$ cat src/bps_pkg.sv
package bps_pkg;

	// fixed field widths
	localparam int NORMAL_BITS = 16;
	localparam int KIND_BITS   = 3;
	localparam int SIDE_BITS   = 2;
	localparam int AXES        = 3;

	// default parameter values
	localparam int COORD_BITS_DEF       = 32;
	localparam int NORMAL_FRAC_BITS_DEF = 14;

	// plane kinds below this count are axial
	localparam logic [KIND_BITS-1:0] AXIAL_KINDS = 3'd3;
	localparam logic [KIND_BITS-1:0] KIND_X      = 3'd0;
	localparam logic [KIND_BITS-1:0] KIND_Y      = 3'd1;
	localparam logic [KIND_BITS-1:0] KIND_Z      = 3'd2;

	// result codes
	localparam logic [SIDE_BITS-1:0] SIDE_NONE  = 2'b00;
	localparam logic [SIDE_BITS-1:0] SIDE_FRONT = 2'b01;
	localparam logic [SIDE_BITS-1:0] SIDE_BACK  = 2'b10;
	localparam logic [SIDE_BITS-1:0] SIDE_BOTH  = 2'b11;

endpackage

$ cat src/bps_select.sv
module bps_select #(
	parameter int COORD_BITS = bps_pkg::COORD_BITS_DEF
) (
	input  logic                                 clk,
	input  logic                                 arst_n,
	input  logic                                 in_valid,
	output logic                                 in_ready,
	input  logic signed [COORD_BITS-1:0]         box_lo [bps_pkg::AXES],
	input  logic signed [COORD_BITS-1:0]         box_hi [bps_pkg::AXES],
	input  logic signed [bps_pkg::NORMAL_BITS-1:0] nrm [bps_pkg::AXES],
	input  logic signed [COORD_BITS-1:0]         plane_dist,
	input  logic [bps_pkg::KIND_BITS-1:0]        kind,
	input  logic [bps_pkg::AXES-1:0]             sign_bits,
	output logic                                 out_valid,
	input  logic                                 out_ready,
	output logic signed [COORD_BITS-1:0]         near_s1 [bps_pkg::AXES],
	output logic signed [COORD_BITS-1:0]         far_s1 [bps_pkg::AXES],
	output logic signed [bps_pkg::NORMAL_BITS-1:0] nrm_s1 [bps_pkg::AXES],
	output logic signed [COORD_BITS-1:0]         dist_s1,
	output logic                                 axial_s1,
	output logic signed [COORD_BITS-1:0]         ax_lo_s1,
	output logic signed [COORD_BITS-1:0]         ax_hi_s1
);
	import bps_pkg::*;

	logic                          valid_s1;
	logic signed [COORD_BITS-1:0]  ax_lo;
	logic signed [COORD_BITS-1:0]  ax_hi;

	assign in_ready  = !valid_s1 || out_ready;
	assign out_valid = valid_s1;

	// pick the box bounds on the plane's axis
	always_comb begin
		ax_lo = box_lo[0];
		ax_hi = box_hi[0];
		unique case (kind)
			KIND_X: begin
				ax_lo = box_lo[0];
				ax_hi = box_hi[0];
			end
			KIND_Y: begin
				ax_lo = box_lo[1];
				ax_hi = box_hi[1];
			end
			KIND_Z: begin
				ax_lo = box_lo[2];
				ax_hi = box_hi[2];
			end
			default: begin
				ax_lo = box_lo[0];
				ax_hi = box_hi[0];
			end
		endcase
	end

	// stage valid
	always_ff @(posedge clk or negedge arst_n) begin
		if (!arst_n) begin
			valid_s1 <= 1'b0;
		end else if (in_ready) begin
			valid_s1 <= in_valid;
		end
	end

	// near and far corners from the sign bits
	always_ff @(posedge clk) begin
		if (in_valid && in_ready) begin
			for (int i = 0; i < AXES; i++) begin
				near_s1[i] <= sign_bits[i] ? box_lo[i] : box_hi[i];
				far_s1[i]  <= sign_bits[i] ? box_hi[i] : box_lo[i];
				nrm_s1[i]  <= nrm[i];
			end
			dist_s1  <= plane_dist;
			axial_s1 <= kind < AXIAL_KINDS;
			ax_lo_s1 <= ax_lo;
			ax_hi_s1 <= ax_hi;
		end
	end

endmodule

$ cat config.mk
export PLATFORM = sky130hd
export DESIGN_NAME = bps_select
export DESIGN_NICKNAME = d
export VERILOG_FILES = /design/src/bps_pkg.sv /design/src/bps_select.sv
export SDC_FILE = /design/constraint.sdc
export NUM_CORES = 1
export LEC_CHECK = 0
export BUFFER_PORTS_ARGS = -buffer_cell sky130_fd_sc_hd__buf_4
export CORE_AREA = 2 2 241 243
export DETAILED_ROUTE_END_ITERATION = 8
export DIE_AREA = 0 0 243 245
export PLACE_DENSITY = 0.5
export SYNTH_ARGS = -nofsm -noshare
export SYNTH_HDL_FRONTEND = slang
export SYNTH_SLANG_ARGS = --single-unit
$ cat constraint.sdc
create_clock -name clk -period 9.8 [get_ports clk]
set_input_delay 1.47 -clock clk [delete_from_list [all_inputs] [get_ports clk]]
set_output_delay 1.47 -clock clk [all_outputs]
set_load 0.05 [all_outputs]
==> results.md <==
* Outcome: completed
* Yosys cell types at 15
* Comb power frac at 20.4%
* Sw Ratio at 29.0%
* Max_cap viols at 0
* Clk sinks at 338
* CTS tree: built
* CTS H-tree depth at 2
* Clock Skew at 11.8 ps
* Post-Syn Nets at 1279
* Worst path max stage delay at 200 ps
* CP Capture Type: primary output
* Avg Vias per Cell at 4.66
* Slew @ Worst Pin at 1120 ps
* Setup Buffers After CTS at 0
* Clk_lat worst skew at 550 ps
* Worst-path fanout max at 3
* Post-Syn Area per Cell at 15.3 um2
* CTS root buf: clkbuf_16
* VDD IR-drop max at 0.122 mV
* Worst-path clk slew at 50 ps
* GRT overflow at 0
* Die span in y at 245 um
* Crit path buf inv count at 2
* Initial Util at 26.7%
* Min Clock Period, post-route at 3400 ps
* CP most frequent cell: buf_4
* Cells after Synth at 997
* #FFs+latches synth at 338
* Flop pwr share at 42.5%
* Critical-path cell list: buf_4 > nand2b_1 > buf_4
* # nets final at 1872
* Leading area contributor after synthesis: edfxtp_1
* Vias in the first global route at 11285
* P_leak at 8.72 nW
* CTS buffer count at 41
* Detailed Route Iter0 Violations at 543
* Fin crit share at 34.7%
* Max Clock Freq at 294 MHz
* Drt pass-1 iters at 4
* Port Buf Inserts at 620
* GP Congestion at 0.803
* Post-Place Cell Area at 20500 um2
* Initial antenna violation count at 7
* Top_reg_cell synth: edfxtp_1
* # rows at 88
* Post-synth top area share at 66.5%
* Net Sw Power at 1.19 mW
* DR vias at 11125
* Crit Path Class: primary input to primary output
* Clk network pwr share at 37.1%
* Synth Cell Area at 15200 um2
* Die Wd at 243 um
* Internal power at 2.90 mW
* Total GRT Usage at 16.8%
* First-pass GRT wire length at 75.3 mm
* Crit path max-delay family: buffers and inverters
* RSZ-0062 raised after global routing: false
* Hold Path Class: flop to flop
* Sequential area share after synthesis at 66.6%
* Wirelength per Cell at 22.0 um
* Layout area overhead at 43.4%
* Synth area leaders: edfxtp_1 (66%), mux2_2 (14%), o211a_1 (4.2%), o32a_1 (4.2%), nor2_1 (3.2%)
* Final Max Slew Viols at 0
* Detail Route Antenna Nets at 0
* Post-CTS Resized at 0
* Clock Path Buffers at 3
* Synth Warn # at 0
* Post-Route WL at 52.5 mm
* Crit-path slowest cell: buf_4
* Final instance area at 21800 um2
* Post-synth EDFFs at 337
* Final HPWL DP at 36.6 mm
* Endpoints failing setup at 0
* Pin count of the biggest net entering global routing at 152
* Most common cell in the synthesized netlist: edfxtp_1
* DRC at 0
* IO Count at 621
* Post-synth ARST share at 0.296%
* Final core occ at 38.3%
* Final Hold Viols at 0
* Die area at 59500 um2
* CP required at 8330 ps
* Setup TNS at 0 ps
* Arr. time, crit path at 1930 ps
* Max-slew headroom at 25.2%
* Type of origin of the critical path: primary input
* Cell Pwr Density at 187 nW/um2
* Commonest cells in the synthesized netlist: edfxtp_1 (337), mux2_2 (192), nor2_1 (128), nand2b_1 (66), a21oi_1 (65)
* Share of cells above drive strength 1 at 54.5%
* Hold buffers post-CTS at 0
* Core area at 57000 um2
layer usage:
metal	vias to the layer above	wire (um)	GRT usage (%)
met2	450	26200	29.1
met3	76	5480	7.27
li1	5099	-	-
met5	-	23	0
met4	4	1220	5.05
met1	5496	19500	18.7
final timing paths:
| check | endpoint | cells after the start | from | slack [ps] |
|---|---|---|---|---|
| worst max-delay path | in_ready | 3 | out_ready | 6400 |
| worst min-delay path | out_valid | 2 | out_valid | 560 |
| worst max register to register | nrm_s1[16] | 3 | out_valid | 7110 |
| worst min register to register | out_valid | 2 | out_valid | 560 |
| max in group asynchronous | out_valid | 1 | arst_n | 9040 |
| min in group asynchronous | out_valid | 1 | arst_n | 680 |
stage by stage:
stage          hold WS [ps]  cells  worst slack (ps)  power [mW]
6_report                556   2385              6400        4.09
5_1_grt                 602   2383              6340        4.24
4_1_cts                 562   2382              6390        4.15
3_5_place_dp            544   2312              5910        2.61
3_3_place_gp            542   2312              5930        2.60
2_1_floorplan          1170    997              3180        2.30
area by class of cell:
cell class,instances,area [um2]
flip-flops and latches,338,10100
clock buffers,51,1100
clock inverters,19,208
fillers,5521,35200
diodes,3,7.51
multi-input cells,582,4700
repair buffers,627,4720
well taps,765,957
power groups by stage:
stage | Clock (mW) | Combinational (mW) | Sequential (mW)
after floorplan | 0 | 0.206 | 2.09
after global placement | 0 | 0.836 | 1.77
after detailed placement | 0 | 0.841 | 1.77
after CTS | 1.57 | 0.843 | 1.74
after global routing | 1.61 | 0.878 | 1.75
final | 1.52 | 0.832 | 1.74
sequential cells by signal (all words and copies together) (netlist names):
name,cells
ax_hi_s1,32
out_valid,1
ax_lo_s1,32
near_s1,96
axial_s1,1
dist_s1,32
nrm_s1,48
far_s1,96
layout by cell type, fill, tap and decap left out, drive strengths merged:
cell and n:
bufinv 4, clkinv 13, dfrtp 1, o32a 64, a21oi 65, mux2 192
nand2b 67, and2 1, inv 1, nor2 128, clkinvlp 1, buf 627
o211a 64, nand2 1, edfxtp 337, clkbuf 51, diode 3
tightest hold or removal path, cell delays in order, from the launching register on:
cell,delay [ps]
dfrtp_1,340
nand2b_1,90
nand2b_1,90
cells by family (layout without fill, tap and decap cells):
group,count (synthesis),after routing,share of synthesized area [%]
AND/OR/NAND/NOR,197,197,6.02
AO/OA/AOI/OAI,193,193,10.5
flip-flops,338,338,66.6
buffers and inverters,77,697,2.61
other,0,3,0
multiplexers,192,192,14.2
(Power assumes the default switching activity.)
