==> config.mk <==
export PLATFORM = sky130hd
export DESIGN_NAME = bps_sum
export DESIGN_NICKNAME = d
export VERILOG_FILES = /design/src/bps_pkg.sv /design/src/bps_sum.sv
export SDC_FILE = /design/constraint.sdc
export NUM_CORES = 1
export LEC_CHECK = 0
export BUFFER_PORTS_ARGS = -buffer_cell sky130_fd_sc_hd__buf_2
export CORE_AREA = 10 10 176 178
export DETAILED_ROUTE_END_ITERATION = 8
export DIE_AREA = 0 0 186 188
export GPL_TIMING_DRIVEN = 1
export PLACE_DENSITY_LB_ADDON = 0.3
export SETUP_SLACK_MARGIN = 0.2
export SLEW_MARGIN = 20
export SYNTH_ARGS = -nofsm -noshare
export SYNTH_HDL_FRONTEND = slang
export SYNTH_SLANG_ARGS = --single-unit
export TNS_END_PERCENT = 10
==> constraint.sdc <==
create_clock -name clk -period 6.3 [get_ports clk]
set_input_delay 0.63 -clock clk [delete_from_list [all_inputs] [get_ports clk]]
set_output_delay 0.63 -clock clk [all_outputs]
set_load 0.02 [all_outputs]
==> src/bps_pkg.sv <==
package bps_pkg;

	// fixed field widths
	localparam int NORMAL_BITS = 16;
	localparam int KIND_BITS   = 3;
	localparam int SIDE_BITS   = 2;
	localparam int AXES        = 3;

	// default parameter values
	localparam int COORD_BITS_DEF       = 32;
	localparam int NORMAL_FRAC_BITS_DEF = 14;

	// plane kinds below this count are axial
	localparam logic [KIND_BITS-1:0] AXIAL_KINDS = 3'd3;
	localparam logic [KIND_BITS-1:0] KIND_X      = 3'd0;
	localparam logic [KIND_BITS-1:0] KIND_Y      = 3'd1;
	localparam logic [KIND_BITS-1:0] KIND_Z      = 3'd2;

	// result codes
	localparam logic [SIDE_BITS-1:0] SIDE_NONE  = 2'b00;
	localparam logic [SIDE_BITS-1:0] SIDE_FRONT = 2'b01;
	localparam logic [SIDE_BITS-1:0] SIDE_BACK  = 2'b10;
	localparam logic [SIDE_BITS-1:0] SIDE_BOTH  = 2'b11;

endpackage

==> src/bps_sum.sv <==
module bps_sum #(
	parameter int COORD_BITS = bps_pkg::COORD_BITS_DEF,
	parameter int NORMAL_FRAC_BITS = bps_pkg::NORMAL_FRAC_BITS_DEF,
	localparam int PW = COORD_BITS + bps_pkg::NORMAL_BITS,
	localparam int SW = PW + 2,
	localparam int DW = COORD_BITS + NORMAL_FRAC_BITS + 1
) (
	input  logic                          clk,
	input  logic                          arst_n,
	input  logic                          in_valid,
	output logic                          in_ready,
	input  logic signed [PW-1:0]          pnear_s2 [bps_pkg::AXES],
	input  logic signed [PW-1:0]          pfar_s2 [bps_pkg::AXES],
	input  logic signed [COORD_BITS-1:0]  dist_s2,
	input  logic                          axial_s2,
	input  logic [bps_pkg::SIDE_BITS-1:0] ax_side_s2,
	output logic                          out_valid,
	input  logic                          out_ready,
	output logic signed [SW-1:0]          dnear_s3,
	output logic signed [SW-1:0]          dfar_s3,
	output logic signed [DW-1:0]          dshift_s3,
	output logic                          axial_s3,
	output logic [bps_pkg::SIDE_BITS-1:0] ax_side_s3
);
	import bps_pkg::*;

	logic valid_s3;

	assign in_ready  = !valid_s3 || out_ready;
	assign out_valid = valid_s3;

	always_ff @(posedge clk or negedge arst_n) begin
		if (!arst_n) begin
			valid_s3 <= 1'b0;
		end else if (in_ready) begin
			valid_s3 <= in_valid;
		end
	end

	// three-term dot products and the distance at product scale
	always_ff @(posedge clk) begin
		if (in_valid && in_ready) begin
			dnear_s3   <= SW'(pnear_s2[0]) + SW'(pnear_s2[1]) + SW'(pnear_s2[2]);
			dfar_s3    <= SW'(pfar_s2[0]) + SW'(pfar_s2[1]) + SW'(pfar_s2[2]);
			dshift_s3  <= DW'(dist_s2) <<< NORMAL_FRAC_BITS;
			axial_s3   <= axial_s2;
			ax_side_s3 <= ax_side_s2;
		end
	end

endmodule

==> run_results.csv <==
group,metric,value,unit
outcome,outcome,"completed",
timing,layout_min_cycle_time,3.89,ns
critical_path,critPathMaxFanout,5,
drt,avgViaCountPerCell,5.44,
clock_network,cts_tree,"built",
timing,finalWorstSetupSlack,2.41,ns
pwr,p_clk_share,23.9,%
critical_path,r2r-start,"out_valid",
synth,synth-async-reset-ratio,0.735,%
placement,dp_hpwl,31500,um
timing,finClkSkew,0.00749,ns
critical_path,cp_num_buf_inv,1,
synth,ys_top_cells_by_area,"edfxtp_1 35%, fa_1 17%, ha_1 10%",
drt,dr.first_iter.drc_count,639,
hold_path,hp-start,"dist_s2[21]",
clock_network,h-tree-depth,4,
pwr,internal_power,2.66,mW
critical_path,cp_cell_sequence,"buf_2 > fa_1 > ha_1 > fa_1 > a211oi_1 > o21ai_1 > o211ai_1 > a21oi_1 > a311oi_1 > a221oi_2 > a311oi_1 > xnor2_1",
cells_and_area,drive_gt1_share,34.9,%
timing,post-route-period-util,61.8,%
critical_path,reg2reg_depth,3,
critical_path,cp-start-kind,"primary input",
critical_path,r2r_end,"dfar_s3[23]",
synth,ys_top_cells_by_count,"135 x edfxtp_1, 98 x a21oi_1, 98 x fa_1",
drt,wirelength,37300,um
clock_network,post_cts_resized,0,
clock_network,holdBufCountCts,1,
cells_and_area,final_nets,1986,
clock_network,clock_latency,0.43,ns
critical_path,cp_top_family,"compound AO/OA/AOI/OAI gates",
drt,vias,9936,
pwr,ir_drop,0.124,mV
timing,tns,0,ns
global_routing,overflow,0,
pwr,seqPwrFrac,29.6,%
synth,seq_area_frac_synth,35.4,%
timing,slew-limit-headroom,38.6,%
timing,grt_setup_unrepaired,"false",
timing,hold_viol,0,
placement,globalplace.congestion,0.940,
synth,synth.ff_latch_count,136,
floorplanning,rows,61,
pwr,pwr-share-comb,46.5,%
synth,syn_area,11500,um2
critical_path,cpPeakStageDelay,0.53,ns
critical_path,crit_end,"dfar_s3[45]",
synth,yosys.area.top_type,"edfxtp_1",
clock_network,clock_path_buffers,2,
drt,drtPass1Iterations,5,
floorplanning,initial_core_util,42.0,%
drt,drcViolationCount,0,
global_routing,antenna_found_initial,5,
synth,synth.most_common_cell,"edfxtp_1",
synth,yosysWarningCount,0,
global_routing,grt_pass1_wl,56600,um
global_routing,grt_max_degree,136,
timing,report.final.slew_viol_count,0,
clock_network,cts_setup_buffers,0,
critical_path,cp_data_required_time,6.47,ns
placement,dp_worst_setup_slack,1.99,ns
synth,synth-edff-count,135,
pwr,p_sw,1.69,mW
synth,syn_avg_cell_area,11.4,um2
global_routing,grt_pass1_vias,10600,
floorplanning,dieArea,35000,um2
critical_path,worst-path-stages,12,
floorplanning,die_h,188,um
synth,synth_top_area_share,35.1,%
critical_path,crit_start,"pfar_s2[1]",
floorplanning,io_pins,479,
clock_network,cts_made_buffers,17,
synth,syn_inst,1013,
pwr,power_density,296,nW/um2
floorplanning,die_w,186,um
clock_network,clock_sinks,136,
clock_network,path_clk_slew,0.07,ns
pwr,p_leak,6.73,nW
critical_path,crit_type,"primary input to register",
synth,ys.flop_type,"edfxtp_1",
floorplanning,core,27500,um2
clock_network,cts_root_buf,"clkbuf_16",
critical_path,slowest_stage,"a311oi_1",
drt,post_drt_wl_per_cell,20.4,um
timing,tightest_slew,0.921,ns
cells_and_area,finish.utilization,53.5,%
timing,setup_viol,0,
critical_path,arrival,4.07,ns
critical_path,r2r_setup_slack,4.54,ns
drt,ant_nets,0,
hold_path,min_path_type,"primary input to register",
critical_path,worstSetupEndpointType,"register",
cells_and_area,syn2layout_area_growth,27.5,%
synth,ys_types,71,
global_routing,groute.usage.overall,20.7,%
flow_run,cap_violations,0,
placement,port_buffers,464,
pwr,swShare,38.8,%
timing,max_freq,257,MHz
worst min path at each step:
| stage | depth (start not counted) | slack [ns] | end |
|---|---|---|---|
| CTS | 1 | 0.35 | dshift_s3[36] |
| detailed placement | 1 | 0.41 | out_valid |
| global placement | 1 | 0.41 | out_valid |
| floorplan | 0 | 0.33 | out_valid |
| global route | 1 | 0.35 | dshift_s3[33] |
| finish | 1 | 0.37 | dshift_s3[35] |
kinds of logic (layout without fill, tap and decap cells):
group / Yosys count / after routing / synth area share (%)
AND/OR/NAND/NOR: 189 / 189 / 8.03
flip-flops: 136 / 136 / 35.4
buffers and inverters: 80 / 532 / 3.36
adder cells (fa/ha/maj): 194 / 194 / 27.4
AO/OA/AOI/OAI: 322 / 322 / 18.9
multiplexers: 1 / 1 / 0.0976
other: 1 / 17 / 0.0325
XOR/XNOR: 90 / 90 / 6.83
per-layer routing:
layer / global-route usage, % / wire (um) / vias up
met2: 35.9 / 18700 / 462
met5: 0 / 21 / -
li1: - / - / 4660
met1: 23.7 / 14300 / 4749
met3: 5.80 / 3340 / 61
met4: 7.23 / 1010 / 4
worst register-to-register path: stages, from the launching register on:
cell,delay [ns]
dfrtp_1,0.37
nand2b_1,0.11
and2_4,0.16
buf_12,0.47
sequential cells by signal, indices dropped and copies added, names as in the netlist:
name        flops
ax_side_s3      2
axial_s3        1
dfar_s3        50
dnear_s3       50
dshift_s3      32
out_valid       1
placed cells by master, fill, tap and decap left out, types with 5 or more instances in the layout:
master,count
a211oi_1,6
a21boi_0,5
a21o_1,66
a21oi_1,98
a31oi_1,15
and3_1,9
buf_2,464
clkbuf_16,17
conb_1,14
edfxtp_1,135
fa_1,98
ha_1,96
inv_1,34
nand2_1,60
nand2b_1,7
nand3_1,25
nand4_1,19
nor2_1,33
nor2b_1,7
nor3_1,10
o211ai_1,10
o21a_1,9
o21ai_0,39
o21ai_1,7
o21bai_1,17
o31ai_1,6
xnor2_1,53
xor2_1,37
power groups by stage:
stage	Combinational [mW]	Clock (mW)	Sequential [mW]
final	2.03	1.04	1.29
after global routing	2.23	1.10	1.30
after CTS	2.03	1.06	1.29
after detailed placement	2.02	0	1.30
after global placement	2.00	0	1.30
after floorplan	1.19	0	1.50
area by class of cell:
cell class / instances / area, um2
fillers: 2476 / 12800
clock buffers: 19 / 433
flip-flops and latches: 136 / 4080
diodes: 3 / 7.51
well taps: 346 / 433
clock inverters: 13 / 154
repair buffers: 466 / 2350
multi-input cells: 810 / 7120
inverters: 34 / 128
stage by stage:
step                cells  hold WS, ns  area, um2  power [mW]
floorplan            1026        0.334      11600        2.69
global route         1824        0.354      14700        4.63
global placement     1791        0.406      14100        3.30
detailed placement   1791        0.406      14100        3.32
finish               1827        0.369      14700        4.35
CTS                  1824        0.355      14700        4.38
Power figures use the tool's default switching activity.
